## src/design/u16u8_pkg.sv

```systemverilog
// Shared types, constants and the UTF-8 encoder function of the UTF-16LE to UTF-8 transcoder.
package u16u8_pkg;

	localparam int unsigned JobBytes = 6;
	localparam int unsigned QueueDepth = 4;
	localparam int unsigned QueuePtrW = $clog2(QueueDepth);

	localparam logic [15:0] HighFirst = 16'hD800;
	localparam logic [15:0] HighLast = 16'hDBFF;
	localparam logic [15:0] LowFirst = 16'hDC00;
	localparam logic [15:0] LowLast = 16'hDFFF;
	localparam logic [20:0] PlaneBase = 21'h10000;
	localparam logic [20:0] Limit1 = 21'h80;
	localparam logic [20:0] Limit2 = 21'h800;
	localparam logic [20:0] Limit3 = 21'h10000;

	typedef struct packed {
		logic [3:0][7:0] b;
		logic [2:0]      len;
	} enc_t;

	typedef struct packed {
		logic [JobBytes-1:0][7:0] bytes;
		logic [2:0]               count;
		logic                     fin;
	} job_t;

	function automatic enc_t encode(input logic [20:0] cp);
		enc_t e;
		e.b = '0;
		if (cp < Limit1) begin
			e.b[0] = cp[7:0];
			e.len = 3'd1;
		end else if (cp < Limit2) begin
			e.b[0] = {3'b110, cp[10:6]};
			e.b[1] = {2'b10, cp[5:0]};
			e.len = 3'd2;
		end else if (cp < Limit3) begin
			e.b[0] = {4'b1110, cp[15:12]};
			e.b[1] = {2'b10, cp[11:6]};
			e.b[2] = {2'b10, cp[5:0]};
			e.len = 3'd3;
		end else begin
			e.b[0] = {5'b11110, cp[20:18]};
			e.b[1] = {2'b10, cp[17:12]};
			e.b[2] = {2'b10, cp[11:6]};
			e.b[3] = {2'b10, cp[5:0]};
			e.len = 3'd4;
		end
		return e;
	endfunction

endpackage

```

## src/design/utf16le_to_utf8_transcoder_core.sv

```systemverilog
// Top level of the UTF-16LE to UTF-8 transcoder: front end, transaction queue and serializer.
//
//   Channel  Handshake               Payload
//   unit     unit_valid/unit_stall   code_unit[15:0], final_unit
//   byte     byte_valid/byte_stall   utf8_byte[7:0], run_last, string_end
//
// A code unit is taken whenever the queue has room, and the serializer gives one byte per
// cycle while byte_stall is low; a unit yields zero to six bytes.
// The queue holds four transactions; unit_stall rises only when it is full.
// Reset clears the held surrogate, the queue pointers and the output valid flag.
// A stalled output keeps its byte while the front end keeps taking units until the queue fills.
module utf16le_to_utf8_transcoder_core (
	input  logic        clk,
	input  logic        arst_n,
	input  logic        unit_valid,
	output logic        unit_stall,
	input  logic [15:0] code_unit,
	input  logic        final_unit,
	output logic        byte_valid,
	input  logic        byte_stall,
	output logic [7:0]  utf8_byte,
	output logic        run_last,
	output logic        string_end
);

	logic            push;
	logic            pop;
	logic            queue_full;
	logic            queue_not_empty;
	u16u8_pkg::job_t push_job;
	u16u8_pkg::job_t head_job;

	u16u8_front u_front (
		.clk        (clk),
		.arst_n     (arst_n),
		.unit_valid (unit_valid),
		.code_unit  (code_unit),
		.final_unit (final_unit),
		.queue_full (queue_full),
		.unit_stall (unit_stall),
		.push       (push),
		.push_job   (push_job)
	);

	u16u8_queue u_queue (
		.clk       (clk),
		.arst_n    (arst_n),
		.push      (push),
		.push_job  (push_job),
		.pop       (pop),
		.full      (queue_full),
		.not_empty (queue_not_empty),
		.head_job  (head_job)
	);

	u16u8_back u_back (
		.clk             (clk),
		.arst_n          (arst_n),
		.queue_not_empty (queue_not_empty),
		.head_job        (head_job),
		.pop             (pop),
		.byte_valid      (byte_valid),
		.byte_stall      (byte_stall),
		.utf8_byte       (utf8_byte),
		.run_last        (run_last),
		.string_end      (string_end)
	);

endmodule

```

## src/design/u16u8_front.sv

```systemverilog
// Front end: accepts code units, pairs surrogates and builds the byte list of each transaction.
module u16u8_front (
	input  logic                 clk,
	input  logic                 arst_n,
	input  logic                 unit_valid,
	input  logic [15:0]          code_unit,
	input  logic                 final_unit,
	input  logic                 queue_full,
	output logic                 unit_stall,
	output logic                 push,
	output u16u8_pkg::job_t      push_job
);

	logic       high_pending_q;
	logic [9:0] held_high_bits_q;
	logic       is_high;
	logic       is_low;
	logic       pair;
	logic       lone_held;
	logic       hold_now;
	logic       accept;
	logic [20:0] cp_b;
	u16u8_pkg::enc_t held_enc;
	u16u8_pkg::enc_t cur_enc;

	assign is_high = (code_unit >= u16u8_pkg::HighFirst) && (code_unit <= u16u8_pkg::HighLast);
	assign is_low = (code_unit >= u16u8_pkg::LowFirst) && (code_unit <= u16u8_pkg::LowLast);
	assign pair = high_pending_q && is_low;
	assign lone_held = high_pending_q && !is_low;
	assign hold_now = !pair && is_high && !final_unit;

	assign unit_stall = queue_full;
	assign accept = unit_valid && !queue_full;

	assign cp_b = pair ? (u16u8_pkg::PlaneBase + {1'b0, held_high_bits_q, code_unit[9:0]})
		: {5'd0, code_unit};
	assign held_enc = u16u8_pkg::encode({5'd0, u16u8_pkg::HighFirst | {6'd0, held_high_bits_q}});
	assign cur_enc = u16u8_pkg::encode(cp_b);

	always_comb begin
		push_job.fin = final_unit;
		push_job.bytes = '0;
		if (lone_held) begin
			push_job.bytes[2:0] = held_enc.b[2:0];
			push_job.bytes[5:3] = cur_enc.b[2:0];
			push_job.count = hold_now ? 3'd3 : 3'd3 + cur_enc.len;
		end else begin
			push_job.bytes[3:0] = cur_enc.b;
			push_job.count = cur_enc.len;
		end
	end

	assign push = accept && (high_pending_q || !hold_now);

	always_ff @(posedge clk or negedge arst_n) begin
		if (!arst_n) begin
			high_pending_q <= 1'b0;
			held_high_bits_q <= '0;
		end else if (accept) begin
			high_pending_q <= hold_now;
			held_high_bits_q <= hold_now ? code_unit[9:0] : 10'd0;
		end
	end

endmodule

```

## src/design/u16u8_queue.sv

```systemverilog
// Short queue of byte-list transactions between the front end and the serializer.
module u16u8_queue (
	input  logic            clk,
	input  logic            arst_n,
	input  logic            push,
	input  u16u8_pkg::job_t push_job,
	input  logic            pop,
	output logic            full,
	output logic            not_empty,
	output u16u8_pkg::job_t head_job
);

	u16u8_pkg::job_t entries_q [u16u8_pkg::QueueDepth];
	logic [u16u8_pkg::QueuePtrW-1:0] wr_ptr_q;
	logic [u16u8_pkg::QueuePtrW-1:0] rd_ptr_q;
	logic [u16u8_pkg::QueuePtrW:0]   count_q;

	assign full = count_q == (u16u8_pkg::QueuePtrW+1)'(u16u8_pkg::QueueDepth);
	assign not_empty = count_q != '0;
	assign head_job = entries_q[rd_ptr_q];

	always_ff @(posedge clk) begin
		if (push) begin
			entries_q[wr_ptr_q] <= push_job;
		end
	end

	always_ff @(posedge clk or negedge arst_n) begin
		if (!arst_n) begin
			wr_ptr_q <= '0;
			rd_ptr_q <= '0;
			count_q <= '0;
		end else begin
			if (push) begin
				wr_ptr_q <= wr_ptr_q + (u16u8_pkg::QueuePtrW)'(1);
			end
			if (pop) begin
				rd_ptr_q <= rd_ptr_q + (u16u8_pkg::QueuePtrW)'(1);
			end
			if (push && !pop) begin
				count_q <= count_q + (u16u8_pkg::QueuePtrW+1)'(1);
			end else if (pop && !push) begin
				count_q <= count_q - (u16u8_pkg::QueuePtrW+1)'(1);
			end
		end
	end

endmodule

```

## src/design/u16u8_back.sv

```systemverilog
// Back end: serializes each queued transaction into UTF-8 bytes through an output register.
module u16u8_back (
	input  logic            clk,
	input  logic            arst_n,
	input  logic            queue_not_empty,
	input  u16u8_pkg::job_t head_job,
	output logic            pop,
	output logic            byte_valid,
	input  logic            byte_stall,
	output logic [7:0]      utf8_byte,
	output logic            run_last,
	output logic            string_end
);

	u16u8_pkg::job_t job_q;
	logic            busy_q;
	logic [2:0]      idx_q;
	logic            byte_valid_q;
	logic [7:0]      utf8_byte_q;
	logic            run_last_q;
	logic            string_end_q;
	logic            advance;
	logic            last_byte;

	assign advance = !byte_valid_q || !byte_stall;
	assign last_byte = idx_q == (job_q.count - 3'd1);
	assign pop = queue_not_empty && (!busy_q || (advance && last_byte));

	assign byte_valid = byte_valid_q;
	assign utf8_byte = utf8_byte_q;
	assign run_last = run_last_q;
	assign string_end = string_end_q;

	always_ff @(posedge clk or negedge arst_n) begin
		if (!arst_n) begin
			busy_q <= 1'b0;
			idx_q <= '0;
			byte_valid_q <= 1'b0;
		end else begin
			if (advance) begin
				byte_valid_q <= busy_q;
			end
			if (pop) begin
				busy_q <= 1'b1;
				idx_q <= '0;
			end else if (advance && busy_q) begin
				if (last_byte) begin
					busy_q <= 1'b0;
				end else begin
					idx_q <= idx_q + 3'd1;
				end
			end
		end
	end

	always_ff @(posedge clk) begin
		if (pop) begin
			job_q <= head_job;
		end
		if (advance && busy_q) begin
			utf8_byte_q <= job_q.bytes[idx_q];
			run_last_q <= last_byte;
			string_end_q <= last_byte && job_q.fin;
		end
	end

endmodule

```

## config.mk

```make
export PLATFORM = sky130hd
export DESIGN_NAME = utf16le_to_utf8_transcoder_core
export DESIGN_NICKNAME = d
export VERILOG_FILES = /design/src/design/u16u8_pkg.sv /design/src/design/utf16le_to_utf8_transcoder_core.sv /design/src/design/u16u8_front.sv /design/src/design/u16u8_queue.sv /design/src/design/u16u8_back.sv
export SDC_FILE = /design/constraint.sdc
export NUM_CORES = 1
export LEC_CHECK = 0
export BUFFER_PORTS_ARGS = -buffer_cell sky130_fd_sc_hd__buf_2
export CORE_MARGIN = 2
export CORE_UTILIZATION = 56
export CTS_CLUSTER_DIAMETER = 60
export DETAILED_ROUTE_END_ITERATION = 16
export HOLD_SLACK_MARGIN = 0.12
export PLACE_DENSITY_LB_ADDON = 0.1
export SLEW_MARGIN = 10
export SYNTH_ARGS = -nofsm -noshare
export SYNTH_HDL_FRONTEND = slang
export SYNTH_HIERARCHICAL = 1
export SYNTH_SLANG_ARGS = --single-unit
```

## constraint.sdc

```tcl
create_clock -name clk -period 3.55 [get_ports clk]
set_input_delay 0.5325 -clock clk [delete_from_list [all_inputs] [get_ports clk]]
set_output_delay 0.5325 -clock clk [all_outputs]
set_load 0.05 [all_outputs]
```

-- Word level (Yosys, flattened, before mapping)
Memories as Yosys holds them, arrays and structs flattened. A register that Yosys moved wholly into a read port is not among the register bits.
Index checks and enable logic that the tools add are counted.
- register bits after elaboration: 33
- bits in writable memories: 208
- input port bits: 21
- output and inout bits: 12
- logic and storage cells: 93
- memories kept: 1
- memories (memory ; words ; bits a word ; read ports ; clocked after memory_dff ; wr ports ; RTL line ; text):
    u_queue.entries_q ; 4 ; 52 ; 1 ; 1 ; 1 ; u16u8_queue.sv:13 ; u16u8_pkg::job_t entries_q [u16u8_pkg::QueueDepth];
- $add $sub $neg: 8
- order comparisons: 10
- equal/unequal tests: 3
- mux-type cells: 27
- reductions and logical operators: 33
- operator list (kind ; number):
    two-way mux 16 bit ; 3
    two-way mux 35 bit ; 1
    greater-or-equal comparator 16 bit (second input constant) ; 2
    less-or-equal comparator 16 bit (second input constant) ; 2
    two-way mux 25 bit ; 1
    binary-select mux 8 bit (select 3 bit) ; 1
    two-way mux 24 bit ; 1
    two-way mux 8 bit ; 3
    two-way mux 11 bit ; 2
    adder 17 x 20 -> 21 bit (first input constant) ; 1
    < comparator 21 x 12 -> 1 bit (second input constant) ; 1
    < comparator 21 x 17 -> 1 bit (second input constant) ; 1
    < comparator 21 x 8 -> 1 bit (second input constant) ; 1
    two-way mux 21 bit ; 1
    two-way mux 19 bit ; 1
    two-way mux 3 bit ; 6
    two-way mux 17 bit ; 1
    < comparator 16 x 12 -> 1 bit (second input constant) ; 1
    < comparator 16 x 8 -> 1 bit (second input constant) ; 1
    logical AND 1 bit ; 14
    logical NOT 1 bit ; 10
    two-way mux 10 bit ; 1
    adder 3 x 1 -> 3 bit (second input constant) ; 2
    nonzero test 2 bit ; 3
    11 further kinds ; 20

-- Depth between registers and ports, before layout
- depth after elaboration: 13
- mapped depth: 13
- gate-level depth less buffers: 13

-- Hierarchy
Netlist, hierarchy kept.
- by module, submodules not included (module ; instances ; cells each ; area each (µm²) ; sequential area each (µm²)):
    u16u8_queue ; 1 ; 306 ; 7965.1 ; 6421.2
    u16u8_back ; 1 ; 144 ; 2653.8 ; 1986.9
    u16u8_front ; 1 ; 215 ; 1646.6 ; 275.3

-- Worst setup path after synthesis
No wires, ideal clock.
- path kind: register -> register
- start: register, netlist name u_back/job_q[1]
- end: register u_queue/count_q[1] in the netlist's numbering
- library setup time: 0.125 ns
- arrival time: 3.544 ns
- setup slack: -0.119 ns
- cell stages (with the launch flop): 12
- path buffers: 0
- clock period less this slack: 3.669 ns
- cells stage by stage: edfxtp_1 inv_1 ha_1 xor2_1 nand2_2 nor2_4 a31o_1 inv_1 ha_1 inv_1 fa_1 mux2_2
- longest elaborated chain between the ends: 8
- elaborated cells on any way between the ends: 10
- classes of those cells: add/sub: 1; eq/ne: 1; mux: 1; reduce/logical: 7
- ends and longest elaborated chain (what ; RTL line ; text):
    subtractor 3 x 1 -> 3 bit * ; u16u8_back.sv:26 ; assign last_byte = idx_q == (job_q.count - 3'd1);
    equality test 3 bit * ; u16u8_back.sv:26 ;
    net u_back.last_byte ; u16u8_back.sv:23 ; logic last_byte;
    logical AND 1 bit * ; u16u8_back.sv:27 ; assign pop = queue_not_empty && (!busy_q || (advance && last_byte));
    logical OR 1 bit * ; u16u8_back.sv:27 ;
    logical AND 1 bit * ; u16u8_back.sv:27 ;
    net pop ; utf16le_to_utf8_transcoder_core.sv:27 ; logic pop;
    logical NOT 1 bit ; u16u8_queue.sv:40 ; if (push && !pop) begin
    logical AND 1 bit ; u16u8_queue.sv:40 ;
    two-way mux 3 bit / nonzero test 2 bit (equally long branches) ; -- ;
    to (signal assigned) ; u16u8_queue.sv:41 ; count_q <= count_q + (u16u8_pkg::QueuePtrW+1)'(1);
    to (signal assigned) ; u16u8_queue.sv:43 ; count_q <= count_q - (u16u8_pkg::QueuePtrW+1)'(1);
    to (decl) ; u16u8_queue.sv:16 ; logic [u16u8_pkg::QueuePtrW:0] count_q;
The timed path passes the listed nets; every way through them passes the cells marked *.
A chain may end at the register's enable or synchronous reset.

==> flow_summary_export.csv <==
group,metric,value,unit
run_status,outcome,"complete, no violations",
yosys,ys_types,76,
die,die_x,152.0,um
global_route,gr-total-overflow,0,
placed_design,gp_congestion,0.9002,
global_route,grt_pass1_vias,6506,
clocking,cts_tree,"yes",
power_and_ir_drop,max-vdd-ir-drop,0.3878,mV
yosys,synthArstFlopShare,7.850,%
yosys,synth-edff-count,270,
route,vias_per_cell,6.216,
cells_and_area,area_growth,11.88,%
placed_design,pre_cts_ws,0.2538,ns
cells_and_area,final_nets,753,
setup_path,critPathCaptureType,"register",
placed_design,place_area,12740,um2
setup_path,required,3.83,ns
sta,fmax,303.3,MHz
route,ant_nets,0,
die,die_y,152.0,um
clocking,clk_pin_slew_worst_paths,0.06,ns
placed_design,place_hpwl,16180,um
die,fp.coreArea,21690,um2
worst_hold_path,hold_class,"in2reg",
yosys,synthCells,665,
clocking,cts_max_level,1,
sta,fin_tns_setup,0,ns
sta,setup_ws,0.2535,ns
power_and_ir_drop,powerDensity,774.8,nW/um2
global_route,grt_pass1_wl,39100,um
placed_design,placed_cells,969,
setup_path,cp.arrival,3.57,ns
yosys,synth_warnings,6,
cells_and_area,num-fill-cells,1504,
yosys,netlist_area,12270,um2
sta,slew_headroom,46.72,%
sta,rsz0062_at_grt,"false",
setup_path,crit_path_start_kind,"register",
sta,clock-skew-final,0.02123,ns
route,dr.pass1.iters,8,
cells_and_area,drive_above_1_share,24.13,%
route,drt_iter0_markers,574,
die,std_cell_rows,54,
die,dieArea,23100,um2
clocking,cts_made_buffers,30,
setup_path,cp_max_fo,21,
yosys,postSynthAreaPerCell,18.44,um2
die,io_pins,33,
global_route,grt_usage,22.12,%
cells_and_area,stdcell_count,1026,
sta,fin_hold_ws,0.2650,ns
setup_path,crit_slowest_cell,"o2bb2ai_1",
global_route,grt_max_degree,55,
clocking,clock_sink_count,293,
clocking,cts_buffer_depth,3,
yosys,ys_seq_area_share,70.79,%
sta,worst_pin_slew,0.7931,ns
cells_and_area,final_core_util,63.27,%
sta,finalCritPeriodShare,92.86,%
sta,slew_violations,0,
global_route,grt_antenna_before_repair,0,
setup_path,cp_cell_sequence,"ha_1 -> nor3b_1 -> o211ai_1 -> a2111oi_4 -> buf_4 -> a221oi_1 -> o2bb2ai_1",
route,wirelength,25220,um
setup_path,critical_path_class,"reg2reg",
setup_path,critPathBufInv,1,
cells_and_area,multi_input_area,3209,um2
cells_and_area,fin_area,13720,um2
route,wire_per_inst,24.58,um
cells_and_area,ff_latch_area,8688,um2
yosys,yosys_most_used_dff,"edfxtp_1",
sta,setup_viol,0,
yosys,ys_ff_latch,293,
die,initial_utilization,56.55,%
power_and_ir_drop,total_power,10.63,mW
clocking,cts_root_buffer,"clkbuf_16",
setup_path,critPathTopFamily,"compound AO/OA/AOI/OAI gates",
setup_path,cpPeakStageDelay,0.58,ns
sta,period_minus_slack,3.297,ns
power_and_ir_drop,p_leak,4.760,nW
cells_and_area,antennaDiodeCount,0,
clocking,clk-insertion-delay-late,0.56,ns
placed_design,port_buffers,32,
route,vias,6378,
sta,hold_violations,0,
job,cap_viol_max_count,0,
route,drc_errors,0,
-- flip-flops by register name (all words and copies together), names as in the netlist --
name                      flops
u_queue/count_q               3
u_front/held_high_bits_q     10
u_back/utf8_byte              8
u_back/idx_q                  3
u_back/busy_q                 1
u_queue/wr_ptr_q              2
u_queue/entries_q           208
u_front/high_pending_q        1
u_back/byte_valid             1
u_queue/rd_ptr_q              2
u_back/job_q                 52
u_back/string_end             1
u_back/run_last               1
-- where the power goes --
part           internal, mW  total (mW)  switching [mW]
Sequential             4.72        5.07           0.346
Combinational          1.12        2.59            1.47
Clock                  1.70        2.97            1.27
-- kinds of logic (layout without fill, tap and decap cells) --
logic type	Yosys count	count (layout)	synth area share [%]
and+or+nand+nor	100	100	4.356
adders and majority gates	10	10	1.081
buffers and inverters	62	140	3.224
xor gates and xnor gates	11	11	0.8467
DFF	293	293	70.79
AOI/OAI and AO/OA	115	115	7.274
other	1	4	0.03057
muxes	73	73	12.39
-- area by class of cell --
type | instances | share of cell area, %
clock buffers | 37 | 5.881
clock inverters | 19 | 1.131
inverters | 24 | 0.6565
multi-input cells | 313 | 23.39
flip-flops and latches | 293 | 63.31
well taps | 280 | 2.553
repair buffers | 60 | 3.082
-- final timing paths --
check                                             from                          end  slack (ns)  cells past startpoint
hold / removal                              final_unit      u_queue/entries_q[2][0]        0.27                      1
max in group asynchronous                       arst_n          u_queue/rd_ptr_q[0]        2.54                      2
setup / recovery           u_front/held_high_bits_q[7]     u_queue/entries_q[1][29]        0.25                      7
setup reg to reg           u_front/held_high_bits_q[7]     u_queue/entries_q[1][29]        0.25                      7
hold reg to reg                     u_queue/count_q[2]           u_queue/count_q[2]        0.50                      1
min in group asynchronous                       arst_n  u_front/held_high_bits_q[2]        0.52                      2
-- cells in the final DEF, fill, tap and decap left out, types with 4 or more instances in the layout --
cell,count
nor2_1,13
buf_12,4
a21oi_1,14
nand2b_1,4
nand2_1,29
a22oi_1,7
mux4_2,50
edfxtp_1,270
conb_1,4
inv_1,24
o22ai_1,11
mux2i_1,12
and2_1,4
nor2b_1,7
clkbuf_16,30
and2_2,4
buf_2,32
ha_1,9
mux4_1,10
nand3_1,9
clkbuf_1,4
dfrtp_1,21
nor3_1,9
o2bb2ai_1,8
buf_4,23
clkinv_2,9
o21ai_0,16
a21o_1,6
xor2_1,5
xnor2_1,5
clkinv_1,6
a22o_1,16
-- worst reg2reg max path, cell delays in order (launching register included) --
cell       delay [ns]
dfrtp_1          0.44
ha_1             0.39
nor3b_1          0.34
o211ai_1         0.24
a2111oi_4        0.52
buf_4            0.34
a221oi_1         0.19
o2bb2ai_1        0.58
-- Yosys cell counts, drive strengths merged, types with 3 or more instances --
master   number  area (um2)
o2bb2ai       8       70.07
nand2b        4       25.02
o21ai        19       110.1
and2          8       50.05
mux2i        12       120.1
nor3          9       45.04
inv          24       90.09
nor2         15       66.32
nand3         9       45.04
or2           3       18.77
a22oi         7       52.55
a21oi        14       70.07
ha            9       112.6
edfxtp      270        8108
and3          3       18.77
a22o         16       140.1
nand2        30       115.1
a221oi        3       26.28
o22ai        11       68.82
nor2b         7       43.79
clkbuf        9       33.78
a21o          6       45.04
xnor2         5       43.79
xor2          6       60.06
mux4         60        1389
dfrtp        23       575.6
buf          29       271.5
a31oi         3       18.77
-- routing by layer --
layer	vias to the layer above	wire length, um	GRT usage, %	part of all wire, %
met5	-	0	0	0
met4	0	438	4.895	1.7
met3	40	1580	3.166	6.3
met2	233	12120	35.67	48
met1	3287	11080	32.84	44
li1	2818	-	-	-
-- timing repair --
item | CTS | global route
hold buffers | 1 | 0
endpoints found under the hold margin | 23 | 0
setup buffers | 0 | 0
endpoints found under the setup margin | 0 | 4
gates resized for setup | 0 | 1
No activity file was read; power rests on OpenSTA's default activity.
